$ cat src/hw/rtl/bitonic_sorter_defines.svh
// assertion macros for the bitonic sorter
// used by the top level only; the clock is clk and the reset is rst
`ifndef BITONIC_SORTER_DEFINES_SVH
`define BITONIC_SORTER_DEFINES_SVH

`ifndef ASSERT_OFF
// antecedent holds in a cycle, consequent holds in the same cycle
`define BS_ASSERT_SAME(lbl, ante, cons) \
  lbl: assert property (@(posedge clk) disable iff (rst) (ante) |-> (cons)) \
    else $error("bitonic_sorter: assertion failed");
// antecedent holds in a cycle, consequent holds in the next cycle
`define BS_ASSERT_NEXT(lbl, ante, cons) \
  lbl: assert property (@(posedge clk) disable iff (rst) (ante) |=> (cons)) \
    else $error("bitonic_sorter: assertion failed");
`else
`define BS_ASSERT_SAME(lbl, ante, cons)
`define BS_ASSERT_NEXT(lbl, ante, cons)
`endif

`endif

$ cat src/hw/rtl/bs_pkg.sv
// shared types and constants of the bitonic sorter
// no dependencies; used by bs_cell and bitonic_sorter
package bs_pkg;

  // block length, a power of two from 2 to 64
  localparam int COUNT  = 64;
  localparam int DATA_W = 32;
  localparam int CNT_W  = $clog2(COUNT + 1);

  typedef logic signed [DATA_W-1:0] data_t;
  typedef logic [CNT_W-1:0] cnt_t;

  localparam cnt_t CNT_LAST = cnt_t'(COUNT - 1);

  // per-cell control for one cycle
  typedef struct packed {
    logic shift;       // take the right neighbor's value
    logic with_right;  // low member of a compare-exchange pair
    logic with_left;   // high member of a compare-exchange pair
    logic ascending;   // sort direction of this block
  } cell_ctrl_t;

  typedef enum logic [2:0] {
    ST_LOAD = 3'b001,
    ST_SORT = 3'b010,
    ST_EMIT = 3'b100
  } state_t;

endpackage

$ cat src/hw/rtl/bs_cell.sv
// one cell of the sorting chain: holds one element
// depends on bs_pkg for the data and control types
module bs_cell (
  input  logic              clk,
  input  bs_pkg::cell_ctrl_t ctrl,
  input  bs_pkg::data_t     left_val,
  input  bs_pkg::data_t     right_val,
  output bs_pkg::data_t     val
);

  logic          swap_right;
  logic          swap_left;
  bs_pkg::data_t val_next;

  // out-of-order tests against each neighbor; equal values stay put
  assign swap_right = ctrl.ascending ? (val > right_val) : (val < right_val);
  assign swap_left  = ctrl.ascending ? (left_val > val) : (left_val < val);

  // shift, compare-exchange or hold
  always_comb begin
    val_next = val;
    if (ctrl.shift) begin
      val_next = right_val;
    end else if (ctrl.with_right) begin
      if (swap_right) begin
        val_next = right_val;
      end
    end else if (ctrl.with_left) begin
      if (swap_left) begin
        val_next = left_val;
      end
    end
  end

  always_ff @(posedge clk) begin
    val <= val_next;
  end

endmodule

$ cat config.mk
export PLATFORM = sky130hd
export DESIGN_NAME = bs_cell
export DESIGN_NICKNAME = d
export VERILOG_FILES = /design/src/hw/rtl/bitonic_sorter_defines.svh /design/src/hw/rtl/bs_pkg.sv /design/src/hw/rtl/bs_cell.sv
export SDC_FILE = /design/constraint.sdc
export NUM_CORES = 1
export LEC_CHECK = 0
export BUFFER_PORTS_ARGS = -buffer_cell sky130_fd_sc_hd__clkbuf_2
export CAP_MARGIN = 20
export CORE_UTILIZATION = 55
export DETAILED_ROUTE_END_ITERATION = 6
export HOLD_SLACK_MARGIN = 0.1
export PLACE_DENSITY = 0.83
export SYNTH_ARGS = -nofsm -noshare
export SYNTH_HDL_FRONTEND = slang
export SYNTH_SLANG_ARGS = --single-unit
$ cat constraint.sdc
create_clock -name clk -period 6.8 [get_ports clk]
set_input_delay 1.36 -clock clk [delete_from_list [all_inputs] [get_ports clk]]
set_output_delay 1.36 -clock clk [all_outputs]
set_load 0.05 [all_outputs]
==> impl_results.md, run 1 <==
* DRT iter0 DRCs at around 140
* Fillers at slightly above 400
* Worst Setup Path Type: in2reg
* RSZ-0062 raised after global routing: false
* Grt peak-use layer: met2
* Hold Path Cell Cnt at 3
* Ant diodes at 0
* Setup TNS at 0 ns
* Setup violators final at 0
* Initial core utilization at 0.575
* Syn Inst Count at between 300 and 400
* Final ANT Viol Nets at 0
* M2 GR Usage at 0.426
* TritonRoute pass-1 iters at 4
* Critical Path AT at ~3.8 ns
* Via density at between 5 and 6
* Post-DP HPWL at between 5 and 6 mm
* Via count at between 2,000 and 3,000
* Async S/R FF share, synth at 0
* Syn_nets at ~470
* Seq/Total Area, Yosys at 0.323
* Hold Slack at about 1.4 ns
* Synthesis-to-layout area growth at 25.0%
* Core box area at about 5200 sq um
* Routability cong. at 0.791
* Main synth FF type: edfxtp_1
* Maxcap violations at 0
* Top post-synthesis cells by count: inv_1, ha_1, nand2_1, o21ai_0, edfxtp_1
* Top flop regs: val (32)
* Crit path max fanout at 21
* WL/cell at ~14 microns
* CP required at 6.84 ns
* Reg clk slew, reported paths at roughly 0.07 ns
* Root Driver: clkbuf_8
* Die width at around 76 microns
* Reg2Reg Setup Slack at 3.79 ns
* Cell variety after synth at 36
* Synth area leaders: edfxtp_1, ha_1, inv_1
* Crit end category: register
* First-pass GRT wire length at 11.1 mm
* Drt total wl at 7.19 mm
* DRC viols at 0
* Synth area leader: edfxtp_1
* Max IR drop VDD at 0.110 mV
* Leakage Power at 1.99 nW
* Met1 Track Usage GR at 0.347
* Mapped Area at between 2000 and 3000 sq um
* Clk Latency, worst-skew pair at around 0.29 ns
* Max FFs per register at 32
* Post-CTS Setup Bufs at 0
* Rows at 26
* Reg2reg start: val[14]
* Ratio of cells with drive above 1 in the final layout at 0.269
* Largest Register: val
* Max Buffers Root-to-Sink at 2
* Pwr Density at around 200 nW/um^2
* Synth Warn # at 0
* Multi-input logic area at about 1800 sq um
* Die height at around 76 microns
* Largest net degree at the start of global routing at 64
* # resized after CTS at 0
* Top Ports at a little over 100
* TritonCTS clock tree: built
* Buffers on Ports at 100
* Critical Path Source Type: primary input
* Flops & latches, synth at 32
* Rel. slew slack at 0.606
* Reg-to-reg endpoint: val[5]
* Slew Viols, Final at 0
* GRT overflow at 0
* Sequential cell area at roughly 960 sq um
* Pre-CTS WS at 2.58 ns
* Total power at ~760 uW
* Layout Skew at slightly below 0.006 ns
* HP Start: left_val[9]
* Yosys top cell area share at 0.323
* Tightest Hold Check Type: in2reg
* Nets at 570
* Min Tclk post-route at roughly 3.7 ns
* CTS H-tree depth at 2
* # clock sinks at 32
* Period utilization at 0.549
* Met3 usage at 0.0370
* Status: finished, final reports clean
* Mean Syn Cell Area at 8.90 sq um
* Cts bufs inserted at 5
* Slew of the pin with the lowest slew margin at 0.590 ns
* Via count of the first global-routing pass at about 2,500
* Reg2reg path depth at 9
* Hold Vio Cnt, Final at 0
* Cell with the most instances after synthesis: inv_1
* Die area at 5710 sq um
* Number of enable flip-flop cells after synthesis at 32
* Initial antenna violation count at 0
* CP Launch Point: left_val[14]
* CTS Hold Buffers Added at 0
* Hold Path End: val[9]
* Total track usage at 0.256
* Fmax at ~270 MHz
* Post-route setup slack at 3.07 ns
==> stage by stage <==
stage	std cells	area [sq um]	utilization
2_1_floorplan	334	2970	-
3_3_place_gp	498	3560	0.687
3_5_place_dp	498	3560	0.687
4_1_cts	506	3660	0.708
5_1_grt	508	3720	0.719
6_report	508	3720	0.719
==> worst max path at each step <==
stage / to / slack, ns / depth (start not counted)
floorplan: val[0] / 2.76 / 9
global route: val[5] / 2.93 / 11
detailed placement: val[9] / 2.58 / 10
global placement: val[5] / 2.62 / 10
CTS: val[6] / 2.84 / 10
finish: val[5] / 3.07 / 10
==> placed cells by master (no fill, tap or decap), types with 2 or more instances in the layout <==
| cell | n |
|---|---|
| clkbuf_2 | 100 |
| inv_1 | 67 |
| ha_1 | 64 |
| nand2_1 | 39 |
| o21ai_0 | 35 |
| edfxtp_1 | 32 |
| a21oi_1 | 25 |
| nand4_1 | 13 |
| nand3_1 | 9 |
| a21o_1 | 8 |
| clkbuf_8 | 5 |
| nor2_1 | 3 |
| nor4_2 | 2 |
| and4_1 | 2 |
| nor3_1 | 2 |
| nor2b_1 | 2 |
| o211ai_1 | 2 |
| mux2i_1 | 2 |
| a211oi_1 | 2 |
| buf_16 | 2 |
==> worst max-delay path, cell delays in order <==
cell and delay (ns):
clkbuf_2 0.10, ha_1 0.34, a21oi_1 0.16, nand2_1 0.07, a21o_1 0.19, o41ai_1 0.52
a31o_2 0.24, mux2i_1 0.29, o211ai_4 0.25, buf_16 0.24
==> area by class of cell <==
type                            instances  share of cell area
Multi-Input combinational cell        229               0.472
Sequential cell                        32               0.258
Timing Repair Buffer                  102               0.149
Inverter                               67              0.0676
Tap cell                               70              0.0236
Clock buffer                            6              0.0195
Clock inverter                          2             0.00942
==> cells by family after synthesis <==
group                    count (synthesis)  synth area share
AND/OR/NAND/NOR                         78             0.136
AO/OA/AOI/OAI                           84             0.169
flip-flops                              32             0.323
multiplexers                             3            0.0105
buffers and inverters                   73            0.0921
adder cells (fa/ha/maj)                 64             0.269
==> report_power, final <==
part | switching [mW] | internal [mW] | leakage, nW | total [mW]
clock network | 0.0754 | 0.109 | 0.0552 | 0.184
logic | 0.200 | 0.104 | 1.60 | 0.304
registers | 0.0202 | 0.248 | 0.326 | 0.268
total | 0.295 | 0.460 | 1.99 | 0.756
==> per-layer routing <==
| layer | vias to the layer above | wire [microns] |
|---|---|---|
| met5 | - | 0 |
| li1 | 1398 | - |
| met1 | 1239 | 3310 |
| met4 | 0 | 104 |
| met3 | 10 | 324 |
| met2 | 78 | 3460 |
(Power assumes the default switching activity.)
==> run 2, diff against run 1 <==
CORE_UTILIZATION = 46   (was 55)
PLACE_DENSITY = 0.74   (was 0.83)
clock period = 3.07 ns   (was 6.8 ns; I/O delays follow)
==> impl_results.md, run 2 (synthesis gave the netlist of run 1 again) <==
* # resized after CTS at 0 (unchanged)
* Core box area at 6060 sq um (+17%)
* Initial antenna violation count at 0 (unchanged)
* Top flop regs: val (32)
* WL/cell at 14.0 microns (-1.2%)
* Reg clk slew, reported paths at 0.06 ns (about the same)
* CTS H-tree depth at 2 (unchanged)
* TritonRoute pass-1 iters at 4 (unchanged)
* GRT overflow at 0 (unchanged)
* Via count of the first global-routing pass at 2,610 (+4.9%)
* Max FFs per register at 32 (unchanged)
* Slew of the pin with the lowest slew margin at 0.477 ns (-0.113 ns)
* # clock sinks at 32 (unchanged)
* Met1 Track Usage GR at 0.304 (-0.0427)
* Critical Path AT at 2.76 ns (-1.01 ns)
* Synthesis-to-layout area growth at 24.1%
* Fmax at 361 MHz
* Maxcap violations at 0 (unchanged)
* Max IR drop VDD at 0.198 mV (+79%)
* Via density at 5.32 (-0.91%)
* Commonest non-fill, non-tap cell in the layout: clkbuf_2
* Ratio of cells with drive above 1 in the final layout at 0.267 (-0.00289)
* Die area at 6790 sq um (+19%)
* Ant diodes at 0 (unchanged)
* Period utilization at 0.903
* Hold Vio Cnt, Final at 0 (unchanged)
* Rows at 28 (+7.7%)
* Critical path's slowest cell: nor4_2
* Crit path cell chain: clkbuf_2 -> inv_1 -> ha_1 -> nand4_2 -> nor4_2 -> a21boi_2 -> o31ai_1 -> a31o_1 -> mux2i_1 -> o211ai_4 -> buf_12
* Setup TNS at 0 ns (unchanged)
* CP Buf/Inv Count at 3 (+1)
* Tightest Hold Check Type: in2reg
* Cts bufs inserted at 5 (unchanged)
* Critical Path Source Type: primary input
* Initial core utilization at 0.491 (-0.0843)
* CTS Hold Buffers Added at 0 (unchanged)
* Setup violators final at 0 (unchanged)
* Crit end category: register
* Post-CTS Setup Bufs at 0 (unchanged)
* Top Ports at 101 (unchanged)
* Leakage Power at 1.97 nW (-0.79%)
* Area after DPL at 3610 sq um (+1.5%)
* Reg2Reg Setup Slack at 0.32 ns (-3.47 ns)
* Rel. slew slack at 0.674 (+0.0682)
* Min Tclk post-route at 2.77 ns
* Largest net degree at the start of global routing at 41 (-36%)
* Crit path max fanout at 20 (-4.8%)
* Most frequent cells in the layout: clkbuf_2, inv_1, ha_1
* Fin area at 3690 sq um (-0.77%)
* Pwr Density at 425 nW/um^2 (+110%)
* Via count at 2,732 (+0.26%)
* Die width at 82.4 microns (+9.1%)
* First-pass GRT wire length at 11.5 mm (+4.1%)
* Layout Skew at 0.00482 ns (-0.00103 ns)
* RSZ-0062 raised after global routing: false
* Die height at 82.4 microns (+9.1%)
* Total track usage at 0.225 (-0.0307)
* CP required at 3.05 ns (-3.79 ns)
* Max Buffers Root-to-Sink at 2 (unchanged)
* Root Driver: clkbuf_8
* TritonCTS clock tree: built
* Post-DP HPWL at 6.02 mm (+6.4%)
* Slew Viols, Final at 0 (unchanged)
* CP top delay family: compound AO/OA/AOI/OAI gates
* Slowest cell delay on critical path at 0.36 ns (-0.16 ns)
* Status: finished, final reports clean
* Nets at 571 (+0.18%)
* Largest Register: val
* Final ANT Viol Nets at 0 (unchanged)
* DRC viols at 0 (unchanged)
* M2 GR Usage at 0.374 (-0.0512)
* DRT iter0 DRCs at 132 (-7.0%)
* Clk Latency, worst-skew pair at 0.28 ns (about the same)
* Met3 usage at 0.0286 (-0.00847)
* Grt peak-use layer: met2
* Routability cong. at 0.845 (+6.9%)
* Worst Setup Path Type: in2reg
* Buffers on Ports at 100 (unchanged)
* Drt total wl at 7.19 mm (about the same)
run 2: cell count changes in the layout (fill, tap and decap cells not counted), sizes merged:
cell,previous run,this run
buf,2,3
bufinv,1,0
clkbuf,106,107
run 2: final cells by class:
| class | instances | area (sq um) |
|---|---|---|
| Multi-Input combinational cell | 229 | 1760 |
| Tap cell | 75 | 93.8 |
| Inverter | 67 | 251 |
| Fill cell | 549 | 2370 |
| Timing Repair Buffer | 103 | 548 |
| Clock inverter | 1 | 3.75 |
| Clock buffer | 7 | 76.3 |
| Sequential cell | 32 | 961 |
run 2: worst reg2reg max path: stages, from the launching register on:
cell      delay (ns)
edfxtp_1        0.43
ha_1            0.36
nand4_2         0.16
nor4_2          0.36
a21boi_2        0.23
o31ai_1         0.08
a31o_1          0.23
mux2i_1         0.15
o211ai_4        0.24
buf_12          0.21
run 2: routing by layer:
layer  part of all wire  up-vias
li1                   -     1404
met1               0.49     1250
met2               0.46       69
met3              0.040        9
met4              0.011        0
met5                  0        -
run 2: report_power, final:
part / internal (mW) / total, mW / switching (mW)
Sequential: 0.549 / 0.594 / 0.0453
Combinational: 0.228 / 0.669 / 0.440
Clock: 0.158 / 0.305 / 0.147
Total: 0.935 / 1.57 / 0.633
run 2: per-stage QoR:
stage	std cells	utilization	worst slack, ns	power [mW]	hold slack, ns
final	514	0.609	0.299	1.57	0.641
after global routing	514	0.609	0.175	1.67	0.651
after CTS	514	0.609	0.311	1.57	0.634
after detailed placement	506	0.596	0.0344	1.27	0.920
after global placement	506	0.596	0.0850	1.25	0.912
after floorplan	334	-	0.0107	1.06	0.801
run 2: worst paths after layout:
path,from,to,depth (start not counted)
worst min-delay path,left_val[16],val[16],3
worst min register to register,val[0],val[29],7
worst max register to register,val[15],val[18],9
worst max-delay path,right_val[15],val[18],11
==> run 3, diff against run 2 <==
GPL_ROUTABILITY_DRIVEN = 0   (was not set)
clock period = 2.3 ns   (was 3.07 ns; I/O delays follow)
==> impl_results.md, run 3 (synthesis gave the netlist of run 1 again) <==
* Hold Vio Cnt, Final at 0 (unchanged)
* Status: finished with violations
* Critical Path AT at 2.76 ns (about the same)
* Layout Skew at 0.00782 ns (+0.00300 ns)
* GRT overflow at 0 (unchanged)
* WL/cell at 13.9 microns (-0.57%)
* DRT iter0 DRCs at 96 (-27%)
* Post-route setup slack at -0.474 ns (-0.773 ns)
* Setup TNS at -14.57 ns (-14.57 ns)
* Core box area at 6060 sq um (unchanged)
* Via count at 2,955 (+8.2%)
* Via density at 5.21 (-1.9%)
* CTS H-tree depth at 2 (unchanged)
* Total track usage at 0.228 (+0.00302)
* Clk pwr share at 0.221 (+0.027)
* Crit path max fanout at 19 (-5.0%)
* CP required at 2.29 ns (-0.76 ns)
* Failing checks: setup timing
* Tightest Hold Check Type: in2reg
* Largest Register: val
* CP Buf/Inv Count at 1 (-2)
* Commonest non-fill, non-tap cell in the layout: clkbuf_2
* Via count of the first global-routing pass at 2,668 (+2.2%)
* Slew of the pin with the lowest slew margin at 0.354 ns (-0.123 ns)
* Ant diodes at 0 (unchanged)
* Die area at 6790 sq um (unchanged)
* Ratio of cells with drive above 1 in the final layout at 0.378 (+0.112)
* Cts bufs inserted at 5 (unchanged)
* Initial antenna violation count at 0 (unchanged)
* Worst Setup Path Type: reg2reg
* Max FFs per register at 32 (unchanged)
* Nets at 624 (+9.3%)
* Crit end category: register
* Max IR drop VDD at 0.323 mV (+63%)
* Flop pwr share at 0.330 (-0.049)
* Hold Slack at 0.481 ns (-0.159 ns)
* Top flop regs: val (32)
* Slew Viols, Final at 0 (unchanged)
* TritonRoute pass-1 iters at 6 (+2)
* Clk Latency, worst-skew pair at 0.28 ns (about the same)
* Post-DP HPWL at 6.35 mm (+5.4%)
* Critical Path Source Type: register
* Root Driver: clkbuf_8
* Final ANT Viol Nets at 0 (unchanged)
* Min Tclk post-route at approximately 2.8 ns
* Rel. slew slack at 0.764 (+0.0902)
* Combinational power share at 0.449 (+0.022)
* Initial core utilization at 0.491 (unchanged)
* Switching share of total power at 0.382 (-0.0220)
* First-pass GRT wire length at 11.7 mm (+1.4%)
* Post-Place Cells at 554 (+9.5%)
* DRC viols at 0 (unchanged)
* Die height at 82.4 microns (unchanged)
* CP top delay family: compound AO/OA/AOI/OAI gates
* Top Ports at 101 (unchanged)
* Slowest cell delay on critical path at 0.43 ns (+0.07 ns)
* Setup violators final at 32 (+32)
* Die width at 82.4 microns (unchanged)
* Pwr Density at 564 nW/um^2 (+33%)
* Maxcap violations at 0 (unchanged)
* Drt total wl at 7.88 mm (+9.7%)
* Crit path cell chain: ha_1 -> nand4_1 -> nor2_1 -> a221o_1 -> o31ai_1 -> a31o_1 -> mux2i_2 -> o211ai_4 -> buf_12
* Period utilization at 1.21
* Net load switching power at 919 uW (+45%)
* Final core utilization at 0.705 (+0.0958)
* Critical path's slowest cell: edfxtp_1
* Most frequent cells in the layout: clkbuf_2, inv_1, ha_1
* # clock sinks at 32 (unchanged)
* Final Non-Filler Cells at 567 (+10%)
* RSZ-0062 raised after global routing: true
* Reg clk slew, reported paths at 0.07 ns (about the same)
* TritonCTS clock tree: built
* Synthesis-to-layout area growth at 43.6%
* Buffers on Ports at 100 (unchanged)
* P_int at 1.49 mW (+59%)
* Max Buffers Root-to-Sink at 2 (unchanged)
* Leakage Power at 2.26 nW (+15%)
* Largest net degree at the start of global routing at 41 (unchanged)
* Fmax at roughly 360 MHz
* Rows at 28 (unchanged)
-- run 3: timing repair --
action / in CTS / in global routing
hold buffers: 0 / 0
pin swaps: 5 / 2
endpoints found under the setup margin: 32 / 32
gates resized for setup: 13 / 7
buffers inserted: 4 / 1
-- run 3: worst paths after layout --
check,from,endpoint,slack [ns],cells after the start
hold reg to reg,val[31],val[15],1.38,8
hold / removal,left_val[29],val[29],0.48,3
setup / recovery,val[10],val[6],-0.47,9
setup reg to reg,val[10],val[6],-0.47,9
-- run 3: worst min-delay path, delay by kind of cell --
family / cells / cell delay, ns
AO/OA/AOI/OAI: 1 / 0.06
buffers and inverters: 1 / 0.10
AND/OR/NAND/NOR: 1 / 0.04
-- run 3: area by class of cell --
type                    count  area, sq um
clock inverters             2         35.0
multi-input cells         229         1920
flip-flops and latches     32          961
clock buffers               6         72.6
repair buffers            156          937
inverters                  67          251
well taps                  75         93.8
fillers                   475         1790
-- run 3: per-stage QoR --
stage | cell area [sq um] | setup WS (ns) | total power [mW]
final | 4270 | -0.474 | 2.41
after global routing | 4270 | -0.562 | 2.54
after CTS | 4210 | -0.340 | 2.38
after detailed placement | 3980 | -0.518 | 1.80
after global placement | 3980 | -0.530 | 1.78
after floorplan | 3010 | -0.755 | 1.42
-- run 3: metal layers --
layer	share of wire	global-route usage	routed length, microns
met1	0.47	0.308	3680
met3	0.044	0.0286	344
met5	0	0	0
met2	0.48	0.381	3740
met4	0.014	0.0649	110
-- run 3: power by group through the flow --
stage	combinational [mW]	sequential (mW)	clock (mW)
floorplan	0.396	1.02	0
detailed placement	0.998	0.803	0
global placement	0.974	0.801	0
finish	1.08	0.794	0.532
global route	1.18	0.801	0.563
CTS	1.05	0.793	0.536
